File: config.mk
export PLATFORM = sky130hd
export DESIGN_NAME = rgb_brightness_contrast_adjust
export DESIGN_NICKNAME = d
export VERILOG_FILES = /design/src/rbca_pkg.sv /design/src/rgb_brightness_contrast_adjust.sv /design/src/rbca_coef_div.sv /design/src/rbca_chan_map.sv
export VERILOG_INCLUDE_DIRS = /design/src /design/src/src
export SDC_FILE = /design/constraint.sdc
export NUM_CORES = 2
export LEC_CHECK = 0
export BUFFER_PORTS_ARGS = -buffer_cell sky130_fd_sc_hd__buf_2
export CELL_PAD_IN_SITES_DETAIL_PLACEMENT = 1
export CELL_PAD_IN_SITES_GLOBAL_PLACEMENT = 1
export CORE_MARGIN = 2
export CORE_UTILIZATION = 47
export DETAILED_ROUTE_END_ITERATION = 7
export HOLD_SLACK_MARGIN = 0.05
export PLACE_DENSITY = 0.83
export SYNTH_ARGS = -nofsm -noshare
export SYNTH_HDL_FRONTEND = slang
export SYNTH_HIERARCHICAL = 1
export SYNTH_SLANG_ARGS = --single-unit
File: constraint.sdc
create_clock -name clock -period 6 [get_ports clock]
set_clock_uncertainty 0.2 [all_clocks]
set_input_delay 0.3 -clock clock [delete_from_list [all_inputs] [get_ports clock]]
set_output_delay 0.3 -clock clock [all_outputs]
set_load 0.01 [all_outputs]
File: src/assert_macros.svh
// ----------------------------------------------------------------------------
// Assertion macros
// Shared concurrent assertion wrappers, clocked on clock, disabled in reset.
// ----------------------------------------------------------------------------
`ifndef ASSERT_MACROS_SVH
`define ASSERT_MACROS_SVH

// Same-cycle implication: whenever trig holds, cond holds too.
`define RBCA_ASSERT_SAME(lbl, trig, cond) \
   lbl: assert property (@(posedge clock) disable iff (reset) (trig) |-> (cond)) \
      else $error("assertion failed: same-cycle implication");

// Next-cycle implication: whenever trig holds, cond holds in the next cycle.
`define RBCA_ASSERT_NEXT(lbl, trig, cond) \
   lbl: assert property (@(posedge clock) disable iff (reset) (trig) |=> (cond)) \
      else $error("assertion failed: next-cycle implication");

`endif

File: src/rbca_pkg.sv
// ----------------------------------------------------------------------------
// rbca_pkg
// Shared constants, register codes and types of the RGB brightness/contrast
// adjuster.
// ----------------------------------------------------------------------------
`default_nettype none

package rbca_pkg;

   // channel format
   localparam int unsigned CH_BITS     = 8;
   localparam int unsigned CH_MAX      = (1 << CH_BITS) - 1;
   localparam int unsigned CH_MID      = 1 << (CH_BITS - 1);
   localparam int unsigned PIX_BITS    = 3 * CH_BITS;

   // pipeline depth of the pixel path
   localparam int unsigned PIPE_STAGES = 3;

   // default coefficient fraction width (Q8.16)
   localparam int unsigned COEF_FRAC_BITS_DEF = 16;

   // contrast formula constants
   localparam int unsigned CONTRAST_K  = 259;
   localparam int unsigned SCALE_255   = 255;
   localparam int unsigned MANT_BITS   = 18;   // 259 * 510 < 2^18
   localparam int unsigned DEN_BITS    = 18;   // 255 * 514 < 2^18

   // configuration port
   localparam int unsigned CSR_IDX_BITS  = 4;
   localparam int unsigned CSR_DATA_BITS = 8;
   localparam int unsigned MODE_BITS     = 2;
   localparam logic [CSR_IDX_BITS-1:0] CSR_MODE      = 4'd0;
   localparam logic [CSR_IDX_BITS-1:0] CSR_INTENSITY = 4'd1;

   // mode encoding: bit 0 selects lowering, bit 1 selects contrast
   localparam logic [MODE_BITS-1:0] MODE_BRIGHT_UP   = 2'd0;
   localparam logic [MODE_BITS-1:0] MODE_BRIGHT_DOWN = 2'd1;
   localparam logic [MODE_BITS-1:0] MODE_CONTRAST_UP = 2'd2;
   localparam logic [MODE_BITS-1:0] MODE_CONTRAST_DN = 2'd3;
   localparam int unsigned MODE_LOWER_BIT    = 0;
   localparam int unsigned MODE_CONTRAST_BIT = 1;

   // coefficient recompute request from the register file to the divider
   typedef struct packed {
      logic               start;
      logic               lower;
      logic [CH_BITS-1:0] level;
   } coef_req_type;

endpackage

`default_nettype wire

File: src/rgb_brightness_contrast_adjust.sv
// Usage:
// Pixels enter on the req_ stream (tdata = red, green, blue from bit 0 up)
// and leave on the rsp_ stream in the same packing, one result per request.
// The pixel path is a 3-stage pipeline with a valid bit per stage; a request
// accepted on req_ moves through the stage registers in order to rsp_.
// Throughput is one pixel per cycle; each stage holds while the stage after
// it is full and stalled, so a stalled receiver backs up into req_tready
// without losing or repeating a pixel, and empty stages keep filling.
// Registers are written over csr_: index 0 mode, index 1 intensity. Each
// accepted write to a known index recomputes the contrast coefficient in a
// bit-serial divider: a start pulse, then 18 + COEF_FRAC_BITS steps, during
// which req_tready and csr_ready are low. csr_ready also waits for the pixel
// pipeline to be empty, and req_tready stays low while csr_valid is high, so
// settings never change mid-flight.
// Reset clears mode and intensity to 0, sets the coefficient to 1.0 and
// empties the pipeline.
// ----------------------------------------------------------------------------
// rgb_brightness_contrast_adjust
// Top level: stream handshake, stage valid bits, registers, three channel
// datapaths and the coefficient divider.
// ----------------------------------------------------------------------------
`default_nettype none
`include "assert_macros.svh"

module rgb_brightness_contrast_adjust
   import rbca_pkg::*;
#(
   parameter int unsigned COEF_FRAC_BITS = COEF_FRAC_BITS_DEF
) (
   input  wire logic                      clock,
   input  wire logic                      reset,
   // request stream
   input  wire logic                      req_tvalid,
   output logic                           req_tready,
   input  wire logic [PIX_BITS-1:0]       req_tdata,   // red_in, green_in, blue_in
   // result stream
   output logic                           rsp_tvalid,
   input  wire logic                      rsp_tready,
   output logic [PIX_BITS-1:0]            rsp_tdata,   // red_out, green_out, blue_out
   // register writes
   input  wire logic                      csr_valid,
   output logic                           csr_ready,
   input  wire logic [CSR_IDX_BITS-1:0]   csr_index,
   input  wire logic [CSR_DATA_BITS-1:0]  csr_wdata
);

   localparam int unsigned CW = CH_BITS + COEF_FRAC_BITS;

   logic [MODE_BITS-1:0]   mode_ff, mode_in;
   logic [CH_BITS-1:0]     intensity_ff, intensity_in;
   logic                   start_ff, start_in;
   logic [PIPE_STAGES-1:0] vld_ff, vld_in;
   logic [PIPE_STAGES-1:0] en;

   logic                   csr_fire;
   logic                   csr_known;
   logic                   req_fire;
   logic                   coef_busy;
   logic                   cfg_busy;
   logic [CW-1:0]          coef;
   coef_req_type           coef_req;

   // register writes, only with the pipeline empty, then one divider start
   assign cfg_busy  = start_ff | coef_busy;
   assign csr_ready = ~cfg_busy & ~(|vld_ff);
   assign csr_fire  = csr_valid & csr_ready;
   assign csr_known = (csr_index == CSR_MODE) || (csr_index == CSR_INTENSITY);

   always_comb begin
      mode_in      = mode_ff;
      intensity_in = intensity_ff;
      start_in     = 1'b0;
      if (csr_fire) begin
         unique case (csr_index)
            CSR_MODE: begin
               mode_in  = csr_wdata[MODE_BITS-1:0];
               start_in = 1'b1;
            end
            CSR_INTENSITY: begin
               intensity_in = csr_wdata[CH_BITS-1:0];
               start_in     = 1'b1;
            end
            default: begin
               start_in = 1'b0;
            end
         endcase
      end
   end

   always_ff @(posedge clock) begin
      if (reset) begin
         mode_ff      <= MODE_BRIGHT_UP;
         intensity_ff <= '0;
         start_ff     <= 1'b0;
      end else begin
         mode_ff      <= mode_in;
         intensity_ff <= intensity_in;
         start_ff     <= start_in;
      end
   end

   assign coef_req.start = start_ff;
   assign coef_req.lower = mode_ff[MODE_LOWER_BIT];
   assign coef_req.level = intensity_ff;

   rbca_coef_div #(
      .COEF_FRAC_BITS(COEF_FRAC_BITS)
   ) u_coef_div (
      .clock (clock),
      .reset (reset),
      .req   (coef_req),
      .coef  (coef),
      .busy  (coef_busy)
   );

   // stage enables: a stage loads when empty or when the next one moves
   always_comb begin
      en[PIPE_STAGES-1] = ~vld_ff[PIPE_STAGES-1] | rsp_tready;
      for (int i = PIPE_STAGES - 2; i >= 0; i--) begin
         en[i] = ~vld_ff[i] | en[i+1];
      end
   end

   // a pending register write keeps new pixels out
   assign req_tready = en[0] & ~cfg_busy & ~csr_valid;
   assign req_fire   = req_tvalid & req_tready;

   always_comb begin
      vld_in[0] = en[0] ? req_fire : vld_ff[0];
      for (int i = 1; i < PIPE_STAGES; i++) begin
         vld_in[i] = en[i] ? vld_ff[i-1] : vld_ff[i];
      end
   end

   always_ff @(posedge clock) begin
      if (reset) begin
         vld_ff <= '0;
      end else begin
         vld_ff <= vld_in;
      end
   end

   // one datapath per channel
   for (genvar c = 0; c < 3; c++) begin : g_chan
      rbca_chan_map #(
         .COEF_FRAC_BITS(COEF_FRAC_BITS)
      ) u_chan (
         .clock   (clock),
         .en      (en),
         .mode    (mode_ff),
         .level   (intensity_ff),
         .coef    (coef),
         .pix_in  (req_tdata[c*CH_BITS +: CH_BITS]),
         .pix_out (rsp_tdata[c*CH_BITS +: CH_BITS])
      );
   end

   assign rsp_tvalid = vld_ff[PIPE_STAGES-1];

   // no pixel enters while the coefficient is being rebuilt
   `RBCA_ASSERT_SAME(a_no_req_while_div, req_fire, !coef_busy && !start_ff)
   // a write to a known register always starts a recompute
   `RBCA_ASSERT_NEXT(a_write_starts_div, csr_fire && csr_known, start_ff)
   // the divider is running in the cycle after its start pulse
   `RBCA_ASSERT_NEXT(a_div_runs, start_ff, coef_busy)

endmodule

`default_nettype wire

File: src/rbca_coef_div.sv
// ----------------------------------------------------------------------------
// rbca_coef_div
// Contrast coefficient unit: builds numerator and denominator from the
// intensity, then runs a restoring divider, one quotient bit per cycle.
// ----------------------------------------------------------------------------
`default_nettype none

module rbca_coef_div
   import rbca_pkg::*;
#(
   parameter int unsigned COEF_FRAC_BITS = COEF_FRAC_BITS_DEF
) (
   input  wire logic                               clock,
   input  wire logic                               reset,
   input  wire coef_req_type                       req,
   output logic [CH_BITS+COEF_FRAC_BITS-1:0]       coef,
   output logic                                    busy
);

   localparam int unsigned CW    = CH_BITS + COEF_FRAC_BITS;
   localparam int unsigned NUM_W = MANT_BITS + COEF_FRAC_BITS;
   localparam int unsigned CNT_W = $clog2(NUM_W + 1);

   logic [NUM_W-1:0]    num_ff, num_in;
   logic [DEN_BITS-1:0] den_ff, den_in;
   logic [DEN_BITS-1:0] rem_ff, rem_in;
   logic [CW-1:0]       quo_ff, quo_in;
   logic [CW-1:0]       coef_ff, coef_in;
   logic [CNT_W-1:0]    cnt_ff, cnt_in;

   logic [CH_BITS:0]    mant_arg;
   logic [CH_BITS+1:0]  den_arg;     // 259 + 255 needs ten bits
   logic [MANT_BITS-1:0] mant;
   logic [DEN_BITS-1:0] den_start;
   logic [DEN_BITS:0]   trial;
   logic [DEN_BITS:0]   diff;
   logic                fits;

   // operands: raise 259*(k+255) / 255*(259-k), lower 259*(255-k) / 255*(259+k)
   always_comb begin
      if (req.lower) begin
         mant_arg = (CH_BITS+1)'(SCALE_255) - {1'b0, req.level};
         den_arg  = (CH_BITS+2)'(CONTRAST_K) + {2'b0, req.level};
      end else begin
         mant_arg = (CH_BITS+1)'(SCALE_255) + {1'b0, req.level};
         den_arg  = (CH_BITS+2)'(CONTRAST_K) - {2'b0, req.level};
      end
      mant      = MANT_BITS'(CONTRAST_K) * MANT_BITS'(mant_arg);
      den_start = DEN_BITS'(SCALE_255) * DEN_BITS'(den_arg);
   end

   // one restoring step
   assign trial = {rem_ff, num_ff[NUM_W-1]};
   assign fits  = (trial >= {1'b0, den_ff});
   assign diff  = trial - {1'b0, den_ff};

   always_comb begin
      num_in  = num_ff;
      den_in  = den_ff;
      rem_in  = rem_ff;
      quo_in  = quo_ff;
      coef_in = coef_ff;
      cnt_in  = cnt_ff;
      if (req.start) begin
         num_in = {mant, {COEF_FRAC_BITS{1'b0}}};
         den_in = den_start;
         rem_in = '0;
         quo_in = '0;
         cnt_in = CNT_W'(NUM_W);
      end else if (cnt_ff != '0) begin
         num_in = {num_ff[NUM_W-2:0], 1'b0};
         rem_in = fits ? diff[DEN_BITS-1:0] : trial[DEN_BITS-1:0];
         quo_in = {quo_ff[CW-2:0], fits};
         cnt_in = cnt_ff - CNT_W'(1);
         // last bit: quotient floored and kept to the register width
         if (cnt_ff == CNT_W'(1)) begin
            coef_in = {quo_ff[CW-2:0], fits};
         end
      end
   end

   always_ff @(posedge clock) begin
      if (reset) begin
         cnt_ff  <= '0;
         coef_ff <= CW'(1) << COEF_FRAC_BITS;
      end else begin
         cnt_ff  <= cnt_in;
         coef_ff <= coef_in;
      end
   end

   always_ff @(posedge clock) begin
      num_ff <= num_in;
      den_ff <= den_in;
      rem_ff <= rem_in;
      quo_ff <= quo_in;
   end

   assign coef = coef_ff;
   assign busy = (cnt_ff != '0);

endmodule

`default_nettype wire

File: src/rbca_chan_map.sv
// ----------------------------------------------------------------------------
// rbca_chan_map
// Three-stage datapath for one channel: offset and brightness, contrast
// product, floor/clamp and mode select.
// ----------------------------------------------------------------------------
`default_nettype none

module rbca_chan_map
   import rbca_pkg::*;
#(
   parameter int unsigned COEF_FRAC_BITS = COEF_FRAC_BITS_DEF
) (
   input  wire logic                                clock,
   input  wire logic [PIPE_STAGES-1:0]              en,
   input  wire logic [MODE_BITS-1:0]                mode,
   input  wire logic [CH_BITS-1:0]                  level,
   input  wire logic [CH_BITS+COEF_FRAC_BITS-1:0]   coef,
   input  wire logic [CH_BITS-1:0]                  pix_in,
   output logic [CH_BITS-1:0]                       pix_out
);

   localparam int unsigned CW     = CH_BITS + COEF_FRAC_BITS;
   localparam int unsigned PROD_W = CW + CH_BITS + 2;
   localparam int unsigned Q_W    = PROD_W - COEF_FRAC_BITS;
   localparam int unsigned ST_IN  = 0;
   localparam int unsigned ST_MUL = 1;
   localparam int unsigned ST_OUT = 2;

   logic signed [CH_BITS:0]     dev_ff, dev_in;
   logic [CH_BITS-1:0]          bright1_ff, bright1_in;
   logic signed [PROD_W-1:0]    prod_ff, prod_in;
   logic [CH_BITS-1:0]          bright2_ff;
   logic [CH_BITS-1:0]          out_ff, out_in;

   logic [CH_BITS:0]            sum;
   logic signed [Q_W-1:0]       quo;
   logic signed [Q_W-1:0]       res;
   logic [CH_BITS-1:0]          contrast;

   // stage 1: deviation from mid-gray and saturated brightness
   always_comb begin
      dev_in = $signed({1'b0, pix_in}) - $signed((CH_BITS+1)'(CH_MID));
      sum    = {1'b0, pix_in} + {1'b0, level};
      if (mode[MODE_LOWER_BIT]) begin
         bright1_in = (pix_in > level) ? (pix_in - level) : '0;
      end else begin
         bright1_in = sum[CH_BITS] ? CH_BITS'(CH_MAX) : sum[CH_BITS-1:0];
      end
   end

   // stage 2: signed product with the coefficient
   assign prod_in = $signed({1'b0, coef}) * dev_ff;

   // stage 3: floor (arithmetic shift), recenter, clamp, select
   always_comb begin
      quo = prod_ff[PROD_W-1:COEF_FRAC_BITS];
      res = quo + $signed(Q_W'(CH_MID));
      if (res[Q_W-1]) begin
         contrast = '0;
      end else if (res > $signed(Q_W'(CH_MAX))) begin
         contrast = CH_BITS'(CH_MAX);
      end else begin
         contrast = res[CH_BITS-1:0];
      end
      out_in = mode[MODE_CONTRAST_BIT] ? contrast : bright2_ff;
   end

   always_ff @(posedge clock) begin
      if (en[ST_IN]) begin
         dev_ff     <= dev_in;
         bright1_ff <= bright1_in;
      end
      if (en[ST_MUL]) begin
         prod_ff    <= prod_in;
         bright2_ff <= bright1_ff;
      end
      if (en[ST_OUT]) begin
         out_ff     <= out_in;
      end
   end

   assign pix_out = out_ff;

endmodule

`default_nettype wire
==> impl_metrics.ini <==
[run_status]
outcome = finished, final reports clean

[die]
core_um2 = 76100
rows = 101
die_h_um = 281
initial_core_util = 0.475
ioPinCount = 68
die_w_um = 281
die_area_um2 = 79100

[cells_and_area]
multi_input_area_um2 = 26600
fillers = 8619
drive_gt1_frac = 0.0999
n_antenna_cell = 0
seq_area_um2 = 7300
areaGrowthSynthToFinish_pct = 11.9
final_nets = 4897

[placement]
finalWeightedCongestion = 0.890
pre_cts_ws_ns = 0.0963
dp_hpwl_mm = 87.4
portBuffers = 67

[routing]
postRouteWirelength_mm = 116
drt_drc_violations_left = 0
vias = 29117
wire_per_inst_um = 23.2
viasPerCell = 5.81
drtIter0Drc = 1660
dr.pass1.iters = 7
antenna_left = 0

[clocking]
clkLatencyLatePin_ns = 0.57
cts_root_buffer = clkbuf_16
clock_sinks = 271
clk_pin_slew_ns = 0.06
numCtsBuffers = 34
cts_max_level = 2
clk_path_buf_depth = 3
cts_tree = yes

[grt]
grt_usage = 0.298
grt.overflow.total = 0
grt_pass1_vias = 33186
grt_pass1_wl_mm = 184
antenna_found_initial = 3
grt_max_degree = 71

[synth]
ys_seq_area_frac = 0.202
synthArstFlopShare = 0
avgSynthCellArea_um2 = 9.64
mappedNetlistNets = 4685
yosys.area.top_type = fa_1
yosysWarnings = 6
synth_top_area_frac = 0.275
synthCells = 3748
yosysUniqueCellTypes = 95
synth_edf_count = 186
netlist_top_cells_area = fa_1 28%, edfxtp_1 15%, ha_1 14%
yosysMostFrequentCell = fa_1
netlist_top_cells_count = 497 x fa_1, 470 x inv_1, 455 x nand2_1
netlist_area_um2 = 36100
ys_seq_elements = 271
ys.flop_type = edfxtp_1

[sta]
finalSetupViolCount = 0
max_freq_mhz = 171
hold_viol = 0
maxSlewViolCount = 0
finalCritPeriodShare = 0.976
fin_crit_ns = 5.86
tightest_slew_ns = 1.09
finalSetupTns_ns = 0
relSlewSlack = 0.271
fin_ws_ns = 0.143

[critical_path]
r2r-end = g_chan[2].u_chan/prod_ff[32]
rr_startpoint = g_chan[2].u_chan/dev_ff[3]
rrSetupSlack_ns = 0.14
reg2reg_depth = 15
cp_slowest_cell = edfxtp_1
critical_path.max_fanout = 6
startpoint_type = flop
cp-end-kind = flop
critPathKind = flop to flop
cp_common_cell = fa_1
required_ns = 6.15
cp.arrival_ns = 6.01
path_cells = buf_4, buf_4, and2_1, fa_1, fa_1, fa_1, fa_1, ha_1, ha_1, and3_1, a311oi_2, nand4_1, a221o_2, o21a_4, o211ai_1
critPathMaxStageDelay_ns = 0.52

[hold_path]
holdPathStages = 4
hold_path.class = primary input to flop
hp-start = csr_index[2]
hold_end = intensity_ff[0]

[power]
p_per_area_nw_per_um2 = 371
ir_worst_vdd_mv = 0.360
power_leakage_nw = 19.7

[flow_run]
max-cap-violations = 0
[worst max-delay path, delay by kind of cell, from the launching register on]
family / cells / cell delay, ns
buffers and inverters: 2 / 0.37
AOI/OAI and AO/OA: 4 / 1.42
adders and majority gates: 6 / 2.57
and+or+nand+nor: 3 / 0.56
DFF: 1 / 0.52
[sequential cells by signal, summed over array words and instances, names as in the netlist]
| name | cells |
|---|---|
| u_coef_div/rem_ff | 18 |
| g_chan.u_chan/bright1_ff | 24 |
| vld_ff | 3 |
| u_coef_div/quo_ff | 23 |
| g_chan.u_chan/bright2_ff | 24 |
| g_chan.u_chan/dev_ff | 24 |
| g_chan.u_chan/pix_out | 24 |
| u_coef_div/coef | 24 |
| g_chan.u_chan/prod_ff | 54 |
| u_coef_div/num_ff | 18 |
| intensity_ff | 8 |
| u_coef_div/cnt_ff | 6 |
| mode_ff | 2 |
| start_ff | 1 |
| u_coef_div/den_ff | 18 |
[cells by family after synthesis]
kind of cell,after synthesis,synth area share
AND/OR/NAND/NOR,1232,0.173
buffers and inverters,600,0.0635
XOR/XNOR,132,0.0326
multiplexers,32,0.00931
AO/OA/AOI/OAI,584,0.107
flip-flops,271,0.202
adder cells (fa/ha/maj),897,0.414
[timing repair]
item,CTS,global route
setup endpoints to repair,1,11
resized for setup,0,9
buffers inserted,3,18
endpoints found under the hold margin,38,0
hold buffers,43,0
[worst max path at each step]
| stage | from | endpoint | slack, ns | depth (start not counted) |
|---|---|---|---|---|
| 2_1_floorplan | g_chan[0].u_chan/dev_ff[7] | g_chan[0].u_chan/prod_ff[32] | 0.38 | 16 |
| 3_3_place_gp | g_chan[2].u_chan/dev_ff[3] | g_chan[2].u_chan/prod_ff[32] | 0.26 | 15 |
| 3_5_place_dp | g_chan[2].u_chan/dev_ff[3] | g_chan[2].u_chan/prod_ff[30] | 0.1 | 16 |
| 4_1_cts | g_chan[2].u_chan/dev_ff[5] | g_chan[2].u_chan/prod_ff[32] | 0.06 | 16 |
| 5_1_grt | intensity_ff[0] | u_coef_div/den_ff[16] | -0.03 | 23 |
| 6_report | g_chan[2].u_chan/dev_ff[3] | g_chan[2].u_chan/prod_ff[32] | 0.14 | 15 |
[report_power, final]
part	switching, mW	internal [mW]
combinational	5.70	4.03
sequential	0.361	2.72
clock	0.897	1.29
total	6.96	8.04
[placed cells by master (no fill, tap or decap), drive strengths merged, types with 43 or more instances in the layout]
master	netlist	final
buf	24	259
dfxtp	85	85
o21ai	96	96
and2	316	316
nor3	43	43
nor2	133	133
clkbuf	103	43
nand2b	52	52
dlygate4sd3	0	43
a21o	63	63
a21oi	200	200
nor2b	81	81
xnor2	79	79
ha	399	399
nand2	457	457
edfxtp	186	186
fa	497	497
inv	472	475
xor2	53	53
[metal layers]
layer,GRT usage,routed length (µm),vias to the layer above
li1,-,-,12814
met1,0.340,43700,14883
met2,0.528,58600,1000
met3,0.0448,6370,416
met4,0.179,7620,4
met5,0,31,-
[metrics by stage]
step	hold slack, ns	std cells	area, µm²	util	power [mW]
4_1_cts	0.0541	4996	40300	0.530	14.9
2_1_floorplan	0.199	3748	36100	-	9.47
3_3_place_gp	0.201	4890	38700	0.508	11.9
3_5_place_dp	0.206	4890	38700	0.508	12.5
5_1_grt	0.0907	5014	40400	0.532	16.2
6_report	0.0842	5014	40400	0.532	15.0
[layout make-up]
class / count / share of cell area
multi-input cells: 2877 / 0.657
inverters: 473 / 0.0439
clock inverters: 18 / 0.00504
well taps: 1030 / 0.0319
clock buffers: 42 / 0.0241
flip-flops and latches: 271 / 0.180
repair buffers: 303 / 0.0578
Power figures use the tool's default switching activity.
